<file path="src/sv/ctp_ram.sv">
// Simple dual-port synchronous RAM: one write port, one read port with
// registered read data. Standalone, no package dependency.
`timescale 1ns / 1ps
`default_nettype none

module ctp_ram #(
    parameter int DEPTH = 256,
    parameter int AW    = 8,
    parameter int DW    = 18
) (
    input  wire logic          i_clk,
    input  wire logic          i_we,
    input  wire logic [AW-1:0] i_waddr,
    input  wire logic [DW-1:0] i_wdata,
    input  wire logic          i_re,
    input  wire logic [AW-1:0] i_raddr,
    output logic      [DW-1:0] o_rdata
);

    logic [DW-1:0] r_mem [DEPTH];

    always_ff @(posedge i_clk) begin
        if (i_we) begin
            r_mem[i_waddr] <= i_wdata;
        end
    end

    always_ff @(posedge i_clk) begin
        if (i_re) begin
            o_rdata <= r_mem[i_raddr];
        end
    end

endmodule

`default_nettype wire

</file>
<file path="config.mk">
export PLATFORM = sky130hd
export DESIGN_NAME = ctp_ram
export DESIGN_NICKNAME = d
export VERILOG_FILES = /design/src/sv/ctp_ram.sv
export SDC_FILE = /design/constraint.sdc
export NUM_CORES = 2
export LEC_CHECK = 0
export BUFFER_PORTS_ARGS = -buffer_cell sky130_fd_sc_hd__buf_2
export CORE_MARGIN = 5
export CORE_UTILIZATION = 43
export DETAILED_ROUTE_END_ITERATION = 8
export PLACE_DENSITY_LB_ADDON = 0.1
export SETUP_SLACK_MARGIN = 0.1
export SYNTH_ARGS = -nofsm -noshare
export SYNTH_HDL_FRONTEND = slang
export SYNTH_MEMORY_MAX_BITS = 65536
export SYNTH_SLANG_ARGS = --single-unit
</file>
<file path="constraint.sdc">
create_clock -name i_clk -period 6.4 [get_ports i_clk]
set_input_delay 0.64 -clock i_clk [delete_from_list [all_inputs] [get_ports i_clk]]
set_output_delay 0.64 -clock i_clk [all_outputs]
set_load 0.1 [all_outputs]
</file>
-- After elaboration in Yosys (flattened, before gate mapping)
Memory sizes are Yosys's and may differ from the RTL's. A register that Yosys moved wholly into a read port is not among the register bits.
Index checks and enable logic that the tools add are counted.
- memories: 1
- bits in writable memories: 4608
- output and inout bits: 18
- register bits: 0
- input bits: 37
- memories (memory ; depth ; bits a word ; read ports ; clocked after memory_dff ; write ports ; RTL line ; RTL):
    r_mem ; 256 ; 18 ; 1 ; 1 ; 1 ; 20 ; logic [DW-1:0] r_mem [DEPTH];
- muxes and demuxes: 2
- operators by type and width (operator ; number):
    1-bit two-way mux ; 2

-- Longest topological paths before layout
- depth after elaboration: 2
- gate-level depth with buffers: 12

-- Worst setup path after synthesis
OpenSTA, ideal clock, no wires.
- path kind: input to register
- start: input port i_waddr[3]
- end: memory r_mem[235][0], enable pin
- path slack: 3.508 ns
- stages: 6
- path buffers: 3
- arrival: 2.499 ns
- cell sequence: clkbuf_1 > nor2b_1 > clkbuf_1 > nand4_1 > clkbuf_1 > nor2_1
- RTL lines (element ; RTL line ; RTL):
    start, declared ; 13 ; input wire logic [AW-1:0] i_waddr,
    end, declared ; 20 ;
Straight into the memory's write port.

==> flow_summary.ini <==
[status]
status = completed

[clocking]
clk_pin_slew_ns = 0.06
numClockSinks = 4626
cts_resized = 0
cts_tree = yes
cts_root_buf = clkbuf_16
cts_buffers = 478
ctsLongestPathBuffers = 4
clock_latency_ns = 1.03
cts-htree-levels = 5

[yosys]
ys_seq_area_share_pct = 77.87
synthDistinctLibCells = 40
synth_top_area_share_pct = 77.87
synth_top_cell_by_area = edfxtp_1
synthFlopType = edfxtp_1
synth_edf_count = 4626
synth_warnings = 0
syn-instance-count = 8281
synthTopCellsByArea = edfxtp_1 (78%), mux4_2 (11%), mux2i_1 (4.4%)
syn_area_per_cell_sq_um = 21.54
synth_async_sr_flop_share_pct = 0
ys_ff_latch = 4626
syn-cell-area_sq_um = 178400
synth_fp_nets = 8318

[timing]
finalMaxSlewViolations = 0
setup_viol = 0
hold_violations = 0
fmax_ghz = 0.2609
timing_worst_slew_pin_value_ns = 1.365
rsz0062_at_grt = false
skew_ns = 0.07133
relSlewSlack_pct = 8.993
hold_slack_ns = 0.09030
fin_crit_sh_pct = 59.90
setup_tns_ns = 0
fin_crit_ns = 3.833

[critical_path]
arrival_ns = 4.57
cp_max_fo = 93
crit_path_end_kind = flop
required_ns = 7.14
slowest_delay_ns = 1.01
worstPathCellList = buf_8, buf_12, buf_12, mux4_2, mux4_2, a22o_1, nor4_2, nor4_2
critPathKind = in -> reg
cp_slowest_cell = nor4_2
critPathLaunchType = input pin

[finish]
drive_gt1_share_pct = 24.31
n_fill_cell = 33530
fin_nets = 8776
area_growth_pct = 13.34

[die]
dieWidth_um = 654.1
fp-row-count = 236
ioPinCount = 55
start_util_pct = 43.16
die_area_sq_um = 427900
core_sq_um = 413400
fp.dieH_um = 654.1

[place]
hpwlAfterDp_um = 307200
gp_congestion = 0.8450
port_buffers = 54

[pwr]
ir_worst_vdd_v = 0.0002337
p_leak_nw = 63.68
powerDensity_nw_per_um2 = 314.4
p_total_mw = 63.57

[routing]
wl_per_cell_um = 35.15
drt-initial-drc-count = 9795
wirelength_um = 514100
routed_via_density = 6.001
first_pass_iters = 6
drc = 0
vias = 87760
antenna_left = 0

[grt]
grt_usage_pct = 23.70
grt_max_degree = 171
grt_pass1_wl_um = 713900
grt_pass1_vias = 87590
antenna_found_initial = 26
grt-ovfl-total = 0

[run]
drv_cap = 0

[min_path]
min_path_type = in -> reg
-- worst max-delay path, delay by kind of cell --
family / cells / cell delay, ns
buffers and inverters: 3 / 1.14
muxes: 2 / 0.99
and+or+nand+nor: 2 / 1.13
AOI/OAI and AO/OA: 1 / 0.36
-- metrics by stage --
step | worst slack, ns | cells | cell area [sq um] | utilization, %
2_1_floorplan | 3.508 | 8281 | 178400 | -
3_3_place_gp | 0.7245 | 13730 | 187200 | 45.28
3_5_place_dp | 1.579 | 13730 | 187200 | 45.29
4_1_cts | 2.706 | 14610 | 202200 | 48.90
5_1_grt | 2.629 | 14620 | 202200 | 48.91
6_report | 2.567 | 14630 | 202200 | 48.91
-- where the power goes --
group	switching (mW)	leakage [nW]	total [mW]	internal, mW
Clock	11.6	7.28	26.8	15.1
Combinational	2.32	14.8	3.35	1.03
Sequential	0.0343	41.6	33.5	33.4
-- flip-flops by register name, indices dropped and copies added (netlist names) --
register,cells
r_mem,4608
o_rdata,18
-- placed cells by master, fill, tap and decap left out, drive strengths merged, types with 18 or more instances in the layout --
master     n
a21oi    190
a22o      19
a22oi     51
a31oi     20
buf      472
bufinv    34
clkbuf   595
clkinv   229
edfxtp  4626
inv       18
mux2i    792
mux4     864
nand2     81
nand3     23
nand4     27
nor2     290
nor3     159
nor4      34
o221ai   318
o22ai    238
-- path summary, 6_finish.rpt --
path | from | endpoint | slack, ns | cells past startpoint
setup / recovery | i_raddr[1] | o_rdata[7]$_DFFE_PP_ | 2.57 | 8
hold / removal | i_wdata[14] | r_mem[142][14]$_DFFE_PP_ | 0.09 | 1
setup reg to reg | r_mem[55][14]$_DFFE_PP_ | o_rdata[14]$_DFFE_PP_ | 3.15 | 5
hold reg to reg | r_mem[214][16]$_DFFE_PP_ | o_rdata[16]$_DFFE_PP_ | 1.09 | 5
-- cells by family (layout without fill, tap and decap cells) --
family	after synthesis	in the layout	share of synthesized area (%)
DFF	4626	4626	77.87
muxes	1656	1656	15.35
and+or+nand+nor	637	637	1.657
buffers and inverters	500	1358	1.725
AOI/OAI and AO/OA	862	862	3.403
other	0	12	0
-- cell type report --
type                       instances  area, sq um  share of cell area, %
antenna                           12        30.03                0.01485
clock buffer                     594        12460                  6.163
clock inverter                   286         2487                  1.230
inverter                           4        27.53                0.01361
multi-input combinational       3155        37140                  18.37
sequential                      4626       138900                  68.70
tap                             5474         6849                  3.387
timing repair buffer             474         4294                  2.124
-- cells in the mapped netlist (81+ instances only) --
master / count
edfxtp_1: 4626
nand2_1: 81
buf_6: 84
nor2_1: 290
nor3_1: 159
buf_2: 92
o221ai_1: 317
clkbuf_1: 228
o22ai_1: 238
mux4_2: 864
mux2i_1: 792
a21oi_1: 190
-- per-layer routing --
layer	wire (um)	GRT usage (%)
met2	241300	37.17
met3	34540	3.797
met1	221900	34.54
met5	42	0
met4	16340	6.904
-- repair_timing --
action                                 CTS  global route
buffers inserted                         0             0
endpoints found under the hold margin    8             0
setup endpoints to repair                0             0
hold buffers                             1             0
Power figures use the tool's default switching activity.
